`config.mk`:
```
export PLATFORM = sky130hd
export DESIGN_NAME = periodic_task_tick_scheduler_unit
export DESIGN_NICKNAME = d
export VERILOG_FILES = /design/src/rtl/ptts_pkg.sv /design/src/rtl/periodic_task_tick_scheduler_unit.sv /design/src/rtl/ptts_ram.sv /design/src/rtl/ptts_dp.sv /design/src/rtl/ptts_ctrl.sv
export SDC_FILE = /design/constraint.sdc
export NUM_CORES = 2
export LEC_CHECK = 0
export ABC_AREA = 1
export CAP_MARGIN = 20
export CORE_AREA = 2 2 459 461
export CTS_CLUSTER_SIZE = 14
export DETAILED_ROUTE_END_ITERATION = 8
export DIE_AREA = 0 0 461 463
export DONT_BUFFER_PORTS = 1
export GPL_TIMING_DRIVEN = 0
export PLACE_DENSITY = 0.48
export SLEW_MARGIN = 20
export SYNTH_ARGS = -nofsm -noshare
export SYNTH_HDL_FRONTEND = slang
export SYNTH_HIERARCHICAL = 1
export SYNTH_SLANG_ARGS = --single-unit
```
`constraint.sdc`:
```
create_clock -name clk -period 6.7 [get_ports clk]
set_input_delay 1.34 -clock clk [delete_from_list [all_inputs] [get_ports clk]]
set_output_delay 1.34 -clock clk [all_outputs]
set_load 0.005 [all_outputs]
```
`src/rtl/ptts_pkg.sv`:
```
// ----------------------------------------------------------------------------
// ptts_pkg: shared types and constants of the periodic task tick scheduler
// action and result codes, slot entry layout, controller/datapath bundles
// ----------------------------------------------------------------------------
`timescale 1ns / 1ps

package ptts_pkg;

  // input actions
  localparam logic [1:0] ACT_TICK   = 2'd0;
  localparam logic [1:0] ACT_ADD    = 2'd1;
  localparam logic [1:0] ACT_REMOVE = 2'd2;

  // result kinds
  localparam logic [2:0] KIND_FIRED    = 3'd0;
  localparam logic [2:0] KIND_ADDED    = 3'd1;
  localparam logic [2:0] KIND_REJECTED = 3'd2;
  localparam logic [2:0] KIND_REMOVED  = 3'd3;
  localparam logic [2:0] KIND_NONE     = 3'd4;

  // at most this many fire words per tick
  localparam int MAX_RESULTS = 16;
  localparam int RES_W       = $clog2(MAX_RESULTS + 1);

  // restoring divider for the period
  localparam int DIV_STEPS = 16;
  localparam int DIV_CW    = $clog2(DIV_STEPS);

  // repeat limit meaning run forever
  localparam logic signed [16:0] REPEAT_FOREVER = -17'sd1;

  // one table slot
  typedef struct packed {
    logic [7:0]         task_id;
    logic [15:0]        period;
    logic [15:0]        tick_count;
    logic [15:0]        run_count;
    logic signed [16:0] repeat_limit;
  } entry_t;

  localparam int ENTRY_W = $bits(entry_t);

  // controller to datapath
  typedef struct packed {
    logic accept;      // input word taken
    logic idx_clr;
    logic idx_inc;
    logic rd_next;     // read slot idx+1 instead of idx
    logic tick_wr;     // write back updated slot during tick walk
    logic div_step;
    logic add_wr;      // store new slot at end of table
    logic rem_found;   // capture the slot being removed
    logic shift_wr;    // move slot idx down to idx-1
    logic rem_done;
    logic set_none;
    logic set_reject;
    logic flush;       // send pending word with last set
  } cmd_t;

  // datapath to controller
  typedef struct packed {
    logic count_zero;
    logic full;
    logic idx_last;    // idx is the last occupied slot
    logic idx_end;     // idx has reached the slot count
    logic stall;       // tick fire cannot go out yet
    logic finished;    // slot under idx is finished
    logic div_last;
    logic flush_ok;    // pending word can move to the output register
    logic pend_empty;
  } sts_t;

endpackage

```
`src/rtl/periodic_task_tick_scheduler_unit.sv`:
```
// ----------------------------------------------------------------------------
// periodic_task_tick_scheduler_unit: table of periodic task slots, top level
// tick: walks the occupied slots one slot per cycle through the table ram while
// no output stall holds it; on an empty table it returns straight to idle
// add: period set by the 16-step restoring divider; a full table rejects the add
// remove: an empty table answers none, else a search for a finished slot answers
// none when nothing is finished or removes it with compaction; output stalls hold
// the block; synchronous reset empties the table and sets the tick interval to 1
// ----------------------------------------------------------------------------
`timescale 1ns / 1ps

module periodic_task_tick_scheduler_unit #(
  parameter int MAX_TASKS = 16
) (
  input  logic               clk,
  input  logic               rst_n,
  input  logic               in_valid,
  output logic               in_ready,
  input  logic [1:0]         in_action,
  input  logic [7:0]         in_task_id,
  input  logic [15:0]        in_interval,
  input  logic signed [16:0] in_repeat_count,
  output logic               out_valid,
  input  logic               out_ready,
  output logic [2:0]         out_kind,
  output logic [7:0]         out_task_id_res,
  output logic [3:0]         out_slot,
  output logic [4:0]         out_task_count,
  output logic               out_last,
  input  logic               cfg_wr_en,
  input  logic [15:0]        cfg_wr_data
);

  import ptts_pkg::*;

  cmd_t cmd;
  sts_t sts;

  // controller
  ptts_ctrl u_ctrl (
    .clk       (clk),
    .rst_n     (rst_n),
    .in_valid  (in_valid),
    .in_ready  (in_ready),
    .in_action (in_action),
    .sts       (sts),
    .cmd       (cmd)
  );

  // datapath
  ptts_dp #(
    .MAX_TASKS (MAX_TASKS)
  ) u_dp (
    .clk             (clk),
    .rst_n           (rst_n),
    .cmd             (cmd),
    .sts             (sts),
    .in_task_id      (in_task_id),
    .in_interval     (in_interval),
    .in_repeat_count (in_repeat_count),
    .cfg_wr_en       (cfg_wr_en),
    .cfg_wr_data     (cfg_wr_data),
    .out_valid       (out_valid),
    .out_ready       (out_ready),
    .out_kind        (out_kind),
    .out_task_id_res (out_task_id_res),
    .out_slot        (out_slot),
    .out_task_count  (out_task_count),
    .out_last        (out_last)
  );

  // an add always keeps the block busy after it is accepted
  a_add_busy: assert property (@(posedge clk) disable iff (!rst_n)
    (in_valid && in_ready && in_action == ACT_ADD) |=> !in_ready)
    else $error("add accepted but block idle next cycle");

  // a new result word only comes out of a busy block
  a_out_from_busy: assert property (@(posedge clk) disable iff (!rst_n)
    $rose(out_valid) |-> $past(!in_ready))
    else $error("result word produced while idle");

  // tick on an empty table completes at once
  a_empty_tick: assert property (@(posedge clk) disable iff (!rst_n)
    (in_valid && in_ready && in_action == ACT_TICK && sts.count_zero) |=> in_ready)
    else $error("tick on empty table did not finish");

  // a full table never reports an empty one
  a_full_count: assert property (@(posedge clk) disable iff (!rst_n)
    sts.full |-> !sts.count_zero)
    else $error("table full and empty at once");

endmodule

```
`src/rtl/ptts_ram.sv`:
```
// ----------------------------------------------------------------------------
// ptts_ram: generic simple dual-port ram
// one write port, one read port with registered read data
// ----------------------------------------------------------------------------
`timescale 1ns / 1ps

module ptts_ram #(
  parameter int WIDTH = 8,
  parameter int DEPTH = 16,
  localparam int AW = (DEPTH > 1) ? $clog2(DEPTH) : 1
) (
  input  logic             clk,
  input  logic             wr_en,
  input  logic [AW-1:0]    wr_addr,
  input  logic [WIDTH-1:0] wr_data,
  input  logic [AW-1:0]    rd_addr,
  output logic [WIDTH-1:0] rd_data
);

  logic [WIDTH-1:0] mem [DEPTH];
  logic [WIDTH-1:0] rd_data_r;

  // write port
  always_ff @(posedge clk) begin
    if (wr_en) begin
      mem[wr_addr] <= wr_data;
    end
  end

  // registered read
  always_ff @(posedge clk) begin
    rd_data_r <= mem[rd_addr];
  end

  assign rd_data = rd_data_r;

endmodule

```
`src/rtl/ptts_dp.sv`:
```
// ----------------------------------------------------------------------------
// ptts_dp: datapath of the periodic task tick scheduler
// slot table ram, period divider, pending and output word registers
// ----------------------------------------------------------------------------
`timescale 1ns / 1ps

module ptts_dp #(
  parameter int MAX_TASKS = 16
) (
  input  logic                clk,
  input  logic                rst_n,
  input  ptts_pkg::cmd_t      cmd,
  output ptts_pkg::sts_t      sts,
  input  logic [7:0]          in_task_id,
  input  logic [15:0]         in_interval,
  input  logic signed [16:0]  in_repeat_count,
  input  logic                cfg_wr_en,
  input  logic [15:0]         cfg_wr_data,
  output logic                out_valid,
  input  logic                out_ready,
  output logic [2:0]          out_kind,
  output logic [7:0]          out_task_id_res,
  output logic [3:0]          out_slot,
  output logic [4:0]          out_task_count,
  output logic                out_last
);

  import ptts_pkg::*;

  localparam int CW = $clog2(MAX_TASKS + 1);
  localparam int AW = (MAX_TASKS > 1) ? $clog2(MAX_TASKS) : 1;

  logic [15:0]        tick_interval_r;
  logic [CW-1:0]      count_r;
  logic [CW-1:0]      idx_r;
  logic [7:0]         id_r;
  logic signed [16:0] limit_r;
  logic [15:0]        q_r;
  logic [15:0]        rem_r;
  logic [15:0]        div_d_r;
  logic [DIV_CW-1:0]  div_cnt_r;
  logic [RES_W-1:0]   n_r;
  logic               pend_valid_r;
  logic [2:0]         pend_kind_r;
  logic [7:0]         pend_id_r;
  logic [3:0]         pend_slot_r;
  logic [7:0]         gone_id_r;
  logic [3:0]         gone_slot_r;
  logic               out_valid_r;
  logic [2:0]         out_kind_r;
  logic [7:0]         out_id_r;
  logic [3:0]         out_slot_r;
  logic [4:0]         out_count_r;
  logic               out_last_r;

  logic [CW-1:0]      idx_p1;
  logic [CW-1:0]      idx_m1;
  logic [31:0]        idx_ext;
  logic [31:0]        count_ext;
  logic [3:0]         idx_slot;
  logic [3:0]         count_slot;
  logic [ENTRY_W-1:0] rd_data;
  logic [ENTRY_W-1:0] wr_data;
  logic [AW-1:0]      rd_addr;
  logic [AW-1:0]      wr_addr;
  logic               wr_en;
  entry_t             cur;
  entry_t             upd;
  entry_t             fresh;
  logic [16:0]        tick_p1;
  logic signed [16:0] run_s;
  logic               hit;
  logic               forever_run;
  logic               fire_ok;
  logic               report;
  logic               out_free;
  logic               push;
  logic [16:0]        div_sh;
  logic [17:0]        div_diff;
  logic               div_ge;
  logic [15:0]        period;

  // index arithmetic
  assign idx_p1     = idx_r + CW'(1);
  assign idx_m1     = idx_r - CW'(1);
  assign idx_ext    = 32'(idx_r);
  assign count_ext  = 32'(count_r);
  assign idx_slot   = idx_ext[3:0];
  assign count_slot = count_ext[3:0];

  // slot table
  ptts_ram #(
    .WIDTH (ENTRY_W),
    .DEPTH (MAX_TASKS)
  ) u_table (
    .clk     (clk),
    .wr_en   (wr_en),
    .wr_addr (wr_addr),
    .wr_data (wr_data),
    .rd_addr (rd_addr),
    .rd_data (rd_data)
  );

  assign rd_addr = cmd.rd_next ? idx_p1[AW-1:0] : idx_r[AW-1:0];
  assign cur     = entry_t'(rd_data);

  // tick evaluation of the slot under idx
  assign tick_p1     = {1'b0, cur.tick_count} + 17'd1;
  assign hit         = tick_p1 >= {1'b0, cur.period};
  assign run_s       = $signed({1'b0, cur.run_count});
  assign forever_run = cur.repeat_limit == REPEAT_FOREVER;
  assign fire_ok     = forever_run || (run_s < cur.repeat_limit);
  assign report      = hit && fire_ok && (n_r < RES_W'(MAX_RESULTS));
  assign out_free    = !out_valid_r || out_ready;

  always_comb begin
    upd            = cur;
    upd.tick_count = hit ? 16'd0 : tick_p1[15:0];
    if (hit && fire_ok && (cur.run_count != 16'hFFFF)) begin
      upd.run_count = cur.run_count + 16'd1;
    end
  end

  // serial restoring divider, ceiling taken from the remainder
  assign div_sh   = {rem_r, q_r[15]};
  assign div_diff = {1'b0, div_sh} - {2'b00, div_d_r};
  assign div_ge   = !div_diff[17];
  assign period   = q_r + {15'd0, (rem_r != 16'd0)};

  always_comb begin
    fresh              = '0;
    fresh.task_id      = id_r;
    fresh.period       = period;
    fresh.repeat_limit = limit_r;
  end

  // table write select
  always_comb begin
    wr_en   = 1'b0;
    wr_addr = idx_r[AW-1:0];
    wr_data = upd;
    if (cmd.tick_wr) begin
      wr_en = 1'b1;
    end
    if (cmd.shift_wr) begin
      wr_en   = 1'b1;
      wr_addr = idx_m1[AW-1:0];
      wr_data = cur;
    end
    if (cmd.add_wr) begin
      wr_en   = 1'b1;
      wr_addr = count_r[AW-1:0];
      wr_data = fresh;
    end
  end

  // config register
  always_ff @(posedge clk) begin
    if (!rst_n) begin
      tick_interval_r <= 16'd1;
    end else if (cfg_wr_en) begin
      tick_interval_r <= cfg_wr_data;
    end
  end

  // slot count and walk index
  always_ff @(posedge clk) begin
    if (!rst_n) begin
      count_r <= '0;
      idx_r   <= '0;
      n_r     <= '0;
    end else begin
      if (cmd.add_wr) begin
        count_r <= count_r + CW'(1);
      end else if (cmd.rem_done) begin
        count_r <= count_r - CW'(1);
      end
      if (cmd.idx_clr) begin
        idx_r <= '0;
      end else if (cmd.idx_inc) begin
        idx_r <= idx_p1;
      end
      if (cmd.accept) begin
        n_r <= '0;
      end else if (cmd.tick_wr && report) begin
        n_r <= n_r + RES_W'(1);
      end
    end
  end

  // input latch and divider
  always_ff @(posedge clk) begin
    if (cmd.accept) begin
      id_r      <= in_task_id;
      limit_r   <= in_repeat_count;
      q_r       <= in_interval;
      rem_r     <= 16'd0;
      div_d_r   <= (tick_interval_r == 16'd0) ? 16'd1 : tick_interval_r;
      div_cnt_r <= '0;
    end else if (cmd.div_step) begin
      q_r       <= {q_r[14:0], div_ge};
      rem_r     <= div_ge ? div_diff[15:0] : div_sh[15:0];
      div_cnt_r <= div_cnt_r + DIV_CW'(1);
    end
  end

  // slot being removed
  always_ff @(posedge clk) begin
    if (cmd.rem_found) begin
      gone_id_r   <= cur.task_id;
      gone_slot_r <= idx_slot;
    end
  end

  // pending word, held until the next one shows whether it is the last
  assign push = (cmd.tick_wr && report && pend_valid_r) || cmd.flush;

  always_ff @(posedge clk) begin
    if (!rst_n) begin
      pend_valid_r <= 1'b0;
    end else if (cmd.set_reject || cmd.set_none || cmd.add_wr || cmd.rem_done ||
                 (cmd.tick_wr && report)) begin
      pend_valid_r <= 1'b1;
    end else if (cmd.flush) begin
      pend_valid_r <= 1'b0;
    end
  end

  always_ff @(posedge clk) begin
    if (cmd.set_reject) begin
      pend_kind_r <= KIND_REJECTED;
      pend_id_r   <= in_task_id;
      pend_slot_r <= 4'd0;
    end else if (cmd.set_none) begin
      pend_kind_r <= KIND_NONE;
      pend_id_r   <= 8'd0;
      pend_slot_r <= 4'd0;
    end else if (cmd.add_wr) begin
      pend_kind_r <= KIND_ADDED;
      pend_id_r   <= id_r;
      pend_slot_r <= count_slot;
    end else if (cmd.rem_done) begin
      pend_kind_r <= KIND_REMOVED;
      pend_id_r   <= gone_id_r;
      pend_slot_r <= gone_slot_r;
    end else if (cmd.tick_wr && report) begin
      pend_kind_r <= KIND_FIRED;
      pend_id_r   <= cur.task_id;
      pend_slot_r <= idx_slot;
    end
  end

  // output register
  always_ff @(posedge clk) begin
    if (!rst_n) begin
      out_valid_r <= 1'b0;
    end else if (push) begin
      out_valid_r <= 1'b1;
    end else if (out_ready) begin
      out_valid_r <= 1'b0;
    end
  end

  always_ff @(posedge clk) begin
    if (push) begin
      out_kind_r  <= pend_kind_r;
      out_id_r    <= pend_id_r;
      out_slot_r  <= pend_slot_r;
      out_count_r <= count_ext[4:0];
      out_last_r  <= cmd.flush;
    end
  end

  assign out_valid       = out_valid_r;
  assign out_kind        = out_kind_r;
  assign out_task_id_res = out_id_r;
  assign out_slot        = out_slot_r;
  assign out_task_count  = out_count_r;
  assign out_last        = out_last_r;

  // status to controller
  always_comb begin
    sts            = '0;
    sts.count_zero = count_r == '0;
    sts.full       = count_r >= CW'(MAX_TASKS);
    sts.idx_last   = idx_p1 == count_r;
    sts.idx_end    = idx_r == count_r;
    sts.stall      = report && pend_valid_r && !out_free;
    sts.finished   = !forever_run && (run_s >= cur.repeat_limit);
    sts.div_last   = div_cnt_r == DIV_CW'(DIV_STEPS - 1);
    sts.flush_ok   = pend_valid_r && out_free;
    sts.pend_empty = !pend_valid_r;
  end

endmodule

```
`src/rtl/ptts_ctrl.sv`:
```
// ----------------------------------------------------------------------------
// ptts_ctrl: controller of the periodic task tick scheduler
// sequences tick walks, period division, removal search and compaction
// ----------------------------------------------------------------------------
`timescale 1ns / 1ps

module ptts_ctrl (
  input  logic           clk,
  input  logic           rst_n,
  input  logic           in_valid,
  output logic           in_ready,
  input  logic [1:0]     in_action,
  input  ptts_pkg::sts_t sts,
  output ptts_pkg::cmd_t cmd
);

  import ptts_pkg::*;

  typedef enum logic [6:0] {
    S_IDLE   = 7'b0000001,
    S_TICK   = 7'b0000010,
    S_DIV    = 7'b0000100,
    S_ADD_WR = 7'b0001000,
    S_SEARCH = 7'b0010000,
    S_SHIFT  = 7'b0100000,
    S_FLUSH  = 7'b1000000
  } state_t;

  state_t state_r;
  state_t state_nxt;

  // state register
  always_ff @(posedge clk) begin
    if (!rst_n) begin
      state_r <= S_IDLE;
    end else begin
      state_r <= state_nxt;
    end
  end

  assign in_ready = state_r == S_IDLE;

  // next state and commands
  always_comb begin
    state_nxt = state_r;
    cmd       = '0;
    unique case (state_r)
      S_IDLE: begin
        if (in_valid) begin
          cmd.accept = 1'b1;
          unique case (in_action)
            ACT_TICK: begin
              if (!sts.count_zero) begin
                state_nxt = S_TICK;
              end
            end
            ACT_ADD: begin
              if (sts.full) begin
                cmd.set_reject = 1'b1;
                state_nxt      = S_FLUSH;
              end else begin
                state_nxt = S_DIV;
              end
            end
            ACT_REMOVE: begin
              if (sts.count_zero) begin
                cmd.set_none = 1'b1;
                state_nxt    = S_FLUSH;
              end else begin
                state_nxt = S_SEARCH;
              end
            end
            default: begin
              state_nxt = S_IDLE;
            end
          endcase
        end
      end
      S_TICK: begin
        if (!sts.stall) begin
          cmd.tick_wr = 1'b1;
          if (sts.idx_last) begin
            cmd.idx_clr = 1'b1;
            state_nxt   = S_FLUSH;
          end else begin
            cmd.idx_inc = 1'b1;
            cmd.rd_next = 1'b1;
          end
        end
      end
      S_DIV: begin
        cmd.div_step = 1'b1;
        if (sts.div_last) begin
          state_nxt = S_ADD_WR;
        end
      end
      S_ADD_WR: begin
        cmd.add_wr = 1'b1;
        state_nxt  = S_FLUSH;
      end
      S_SEARCH: begin
        if (sts.finished) begin
          cmd.rem_found = 1'b1;
          cmd.idx_inc   = 1'b1;
          cmd.rd_next   = 1'b1;
          state_nxt     = S_SHIFT;
        end else if (sts.idx_last) begin
          cmd.set_none = 1'b1;
          cmd.idx_clr  = 1'b1;
          state_nxt    = S_FLUSH;
        end else begin
          cmd.idx_inc = 1'b1;
          cmd.rd_next = 1'b1;
        end
      end
      S_SHIFT: begin
        if (sts.idx_end) begin
          cmd.rem_done = 1'b1;
          cmd.idx_clr  = 1'b1;
          state_nxt    = S_FLUSH;
        end else begin
          cmd.shift_wr = 1'b1;
          cmd.idx_inc  = 1'b1;
          cmd.rd_next  = 1'b1;
        end
      end
      S_FLUSH: begin
        if (sts.pend_empty) begin
          state_nxt = S_IDLE;
        end else if (sts.flush_ok) begin
          cmd.flush = 1'b1;
          state_nxt = S_IDLE;
        end
      end
      default: begin
        state_nxt = S_IDLE;
      end
    endcase
  end

endmodule
```
# Yosys cells after proc, flatten, opt, wreduce, memory -nomap -nowiden
# Memories as Yosys holds them, arrays and structs flattened. A register that Yosys moved wholly into a read port is not among the register bits.
# Index checks and enable logic that the tools add are counted.
[totals] input_bits=64 n_memories=1 mem_bits_rw=1168 reg_bits=165 wordCells=169 output_inout_bits=23
[mem_list] memory="u_dp.u_table.mem" words=16 word_bits=73 read_ports=1 rd_ports_with_merged_regs=1 write_ports=1 line_no="ptts_ram.sv:20" text="logic [WIDTH-1:0] mem [DEPTH];"
[classes] bitwise_logic=1 order_cmp=5 n_reduce_logical=35 n_addsub=10 n_eq_ne=20 muxes=73
[op_table] cell="$mux W16" count=5
[op_table] cell="$mux W7" count=11
[op_table] cell="$mux W73" count=1
[op_table] cell="$mux W49" count=1
[op_table] cell="$pmux W7 S7" count=1
[op_table] cell="$mux W8" count=5
[op_table] cell="$mux W1" count=28
[op_table] cell="$mux W4" count=7
[op_table] cell="$pmux W7 S3" count=1
[op_table] cell="$sub A17 B16 Y18" count=1
[op_table] cell="$add A16 B1 Y17 const B" count=1
[op_table] cell="$eq A17 B1 Y1 const B" count=1
[op_table] cell="$ge A17 B16 Y1" count=1
[op_table] cell="$ge A17 B17 Y1" count=1
[op_table] cell="$lt A17 B17 Y1" count=1
[op_table] cell="$add A16 B1 Y16" count=1
[op_table] cell="$add A16 B1 Y16 const B" count=1
[op_table] cell="$logic_not A16 Y1" count=1
[op_table] cell="$ne A16 B16 Y1 const B" count=1
[op_table] cell="$reduce_bool A16 Y1" count=1
[op_table] cell="$add A5 B1 Y5 const B" count=3
[op_table] cell="$mux W3" count=4
[op_table] cell="$eq A5 B5 Y1" count=2
[op_table] cell="$mux W2" count=5
[op_table] cell="32 further kinds" count=59

# Logic depth before layout (Yosys ltp)
[logic_depth] word_depth=14 depth_mapped=35

# Modules after synthesis
# The synthesis kept the hierarchy.
[by_module_without_submodules] mod="ptts_ram" area_per_inst_um2=51682.1 n_inst=1 cells_per_inst=4798 seq_area_each_um2=36535.0
[by_module_without_submodules] mod="ptts_dp" area_per_inst_um2=9795.6 n_inst=1 cells_per_inst=1273 seq_area_each_um2=4144.0
[by_module_without_submodules] mod="ptts_ctrl" area_per_inst_um2=684.4 n_inst=1 cells_per_inst=119 seq_area_each_um2=140.1

# Least setup slack after synthesis
# No wires, ideal clock.
[synth_timing] path_type="reg2reg" from="reg u_dp.u_table.rd_data_r[33] (netlist: u_dp/u_table/rd_data[33]), read port of u_dp.u_table.mem" to="mem u_dp/u_table/mem[12][0] in the netlist's numbering, enable pin" setup_slack_ps=134 n_path_buf=0 stages_incl_launch_ff=27 arrival_time_ps=6061 path_cell_list="dfxtp_1 nand3_1 nor3_1 nand2_1 nor2_1 and3_1 nand3_1 xor2_1 inv_1 ha_1 nand2_1 inv_1 nand2_1 nor2_1 a21oi_1 nand2_1 nand2_1 nand2_1 nand2_1 a21oi_2 nand3_1 nor2_1 nor2_1 nor2_1 nand2_1 nand3_1 nor2_1"
[synth_rtl] element="from (decl)" line_no="ptts_ram.sv:21" text="logic [WIDTH-1:0] rd_data_r;"
[synth_rtl] element="to (decl)" line_no="ptts_ram.sv:20"

==> qor.yml <==
sta:
  hold_violations: 0
  slew_headroom_pct: 22.4
  tightest_slew_ns: 1.16
  slew_viol_final: 0
  post-route-period-util_pct: 94.5
  skew_ns: 0.0439
  max_freq_mhz: 158
  fin_crit_ns: 6.33
  rsz0062_at_grt: "no"
  setup_slack_ns: 0.372
  setup-violations-final: 0
status:
  status: "complete, no violations"
clocking:
  clock_sinks: 1406
  cts_tree: "built"
  path_clk_slew_ns: 0.06
  clock_path_buffers: 3
  clkLatencyLatePin_ns: 0.81
  hold_buffers: 0
  cts-buffers-inserted: 149
  htree_levels: 4
  clock-root-buffer: "clkbuf_16"
power:
  p_per_area_nw_per_um2: 276
  seqPwrFrac_pct: 49.7
  clkPwrFrac_pct: 42.8
  ir_drop_uv: 279
  intPower_uw: 15300
  power_leakage_uw: 0.0304
  comb_power_share_pct: 7.6
  p_total_uw: 20100
  p_switching_uw: 4860
  sw_frac_of_total_pct: 24.1
detailed_routing:
  antenna_left: 0
  drt_drc_violations_left: 0
  vias: 43200
  vias_per_cell: 4.60
  drtPass1Iterations: 5
  totalWireLength_mm: 195
  avgRoutedWirePerCell_um: 20.8
  drt_iter0_drc: 3860
floorplan:
  start_util_pct: 29.8
  die_h_um: 463
  ios: 87
  rows: 168
  core_region_area_um2: 209000
  die_area_um2: 213000
  die_x_um: 461
layout:
  utilization_pct: 35.0
  fin_cells: 9376
  drive_gt1_share_pct: 9.68
  nNetsFinal: 6559
  syn2layout_area_growth_pct: 17.3
place:
  port_buffers: 0
  pre_cts_slack_ns: -0.878
  hpwl_mm: 135
  dpl.cell_count: 9087
  gp_congestion: 0.858
worst_setup_path:
  critical-path-max-stage-delay_ns: 0.49
  crit_path_end_kind: "flip-flop"
  critPathMaxFanout: 10
  cp.required_ns: 7.37
  crit_top_cell: "nand2_1"
  critPathSlowestCell: "clkbuf_2"
  worstSetupPathType: "reg2reg"
  worstPathArrival_ns: 7.00
  start_kind: "flip-flop"
synthesis:
  syn_nets: 6315
  synth-seq-area-share_pct: 65.7
  yosysWarnings: 6
  syn_inst: 6190
  avgSynthCellArea_um2: 10.0
  yosys.area.top_type: "edfxtp_1"
  ys_types: 55
  netlist_area_um2: 62200
  synth-edff-count: 1266
  synth_commonest_cells: "nand2_1, edfxtp_1, inv_1"
  ys_ff_latch: 1406
  ys_top_cells_by_area: "edfxtp_1, nand2_1, nand3_1"
  synth-main-ff-cell: "edfxtp_1"
  yosysMostFrequentCell: "nand2_1"
  async_flop_share_pct: 0
  synth_top_area_share_pct: 61.2
grt:
  grt_pass1_vias: 41000
  grt_pass1_wl_mm: 282
  overflow: 0
  grt_max_degree: 22
  antenna_found_initial: 19
  grtUsageTotal_pct: 18.0
job:
  maxCapViolCount: 0
worst_hold_path:
  hold_class: "reg2reg"
area by class of cell:
| type | instances | area (um^2) |
|---|---|---|
| Antenna cell | 11 | 27.5 |
| Buffer | 296 | 1870 |
| Clock buffer | 209 | 4180 |
| Clock inverter | 68 | 885 |
| Fill cell | 20900 | 136000 |
| Inverter | 1071 | 4030 |
| Multi-Input combinational cell | 3417 | 15800 |
| Sequential cell | 1406 | 40800 |
| Tap cell | 2805 | 3510 |
| Timing Repair Buffer | 93 | 1740 |
per-layer routing:
metal | global-route usage, % | vias to the layer above | share of wire (%)
met5 | 0.362 | - | 0.061
met4 | 5.43 | 6 | 2.4
met3 | 3.45 | 258 | 7.2
met2 | 28.2 | 1309 | 45
met1 | 25.1 | 20900 | 45
li1 | - | 20700 | -
final timing paths:
path	start	to	slack [ns]	depth (start not counted)
setup / recovery	u_dp/u_table/rd_data[33]	u_dp/u_table/rd_data[56]	0.37	31
hold / removal	u_dp/pend_id_r[0]	u_dp/out_task_id_res[0]	0.42	0
setup reg to reg	u_dp/u_table/rd_data[33]	u_dp/u_table/rd_data[56]	0.37	31
hold reg to reg	u_dp/pend_id_r[0]	u_dp/out_task_id_res[0]	0.42	0
cell usage in the layout (no fill, tap or decap), types with 16 or more instances in the layout:
cell type  synthesis  routed
clkbuf_1          74     103
o21ai_0          144     115
nor2_2             9      19
inv_1           1057    1057
a21oi_1           91      73
buf_2            123     115
clkbuf_16          0     152
xnor2_1           19      19
buf_4              3      27
bufinv_16          0      16
buf_16             0      24
o21ai_1            1      19
nand2_1         1874    1874
buf_6             69      72
buf_1             25      18
a21oi_2            1      18
xor2_1            26      25
buf_12             0      43
clkbuf_8           0      16
clkinv_2           0      18
clkinv_1           3      22
ha_1              59      59
nand4_1           16      16
nor2_4             1      18
edfxtp_1        1266    1266
nor2_1           137     110
nor3_1            28      26
dfxtp_1          140     139
nand3_1          930     929
stage by stage:
step           cell area [um^2]  setup TNS [ns]  hold slack [ns]
5_1_grt                   72900               0            0.426
2_1_floorplan             62200               0            0.400
3_5_place_dp              67700          -52.38            0.405
3_3_place_gp              65700        -5742.92            0.407
4_1_cts                   72800               0            0.419
6_report                  72900               0            0.417
power by group through the flow:
stage / logic, uW / clock network [uW] / registers [uW]
6_report: 1520 / 8620 / 10000
3_3_place_gp: 1420 / 0 / 10200
3_5_place_dp: 1500 / 0 / 10200
2_1_floorplan: 862 / 0 / 10100
4_1_cts: 1520 / 8780 / 10000
5_1_grt: 1680 / 9090 / 10000
critical path: cells and delay by family (launching register included):
kind	cells	cell delay, ns
flip-flops	1	0.46
XOR/XNOR	1	0.14
AO/OA/AOI/OAI	3	0.79
adder cells (fa/ha/maj)	1	0.30
buffers and inverters	5	1.37
AND/OR/NAND/NOR	21	3.09
cell families (layout without fill, tap and decap cells):
kind of cell / after synthesis / count (layout) / synth area share, %
AO/OA/AOI/OAI: 270 / 270 / 2.32
XOR/XNOR: 45 / 45 / 0.634
adder cells (fa/ha/maj): 61 / 61 / 1.25
buffers and inverters: 1367 / 1737 / 9.40
flip-flops: 1406 / 1406 / 65.7
other: 0 / 11 / 0
AND/OR/NAND/NOR: 3041 / 3041 / 20.7
timing repair:
| item | in CTS | in global routing |
|---|---|---|
| endpoints found under the hold margin | 0 | 0 |
| setup endpoints to repair | 73 | 73 |
| setup buffers | 1 | 0 |
| pin swaps | 1 | 1 |
| gates resized for setup | 12 | 26 |
sequential cells by signal, indices dropped and copies added (netlist names), 8 cells and up:
| register | flops |
|---|---|
| u_dp/u_table/mem | 1168 |
| u_dp/rem_r | 16 |
| u_dp/q_r | 16 |
| u_dp/tick_interval_r | 16 |
| u_dp/limit_r | 17 |
| u_dp/id_r | 8 |
| u_dp/div_d_r | 16 |
| u_dp/out_task_id_res | 8 |
| u_dp/u_table/rd_data | 73 |
| u_dp/pend_id_r | 8 |
| u_dp/gone_id_r | 8 |
(Power assumes the default switching activity.)
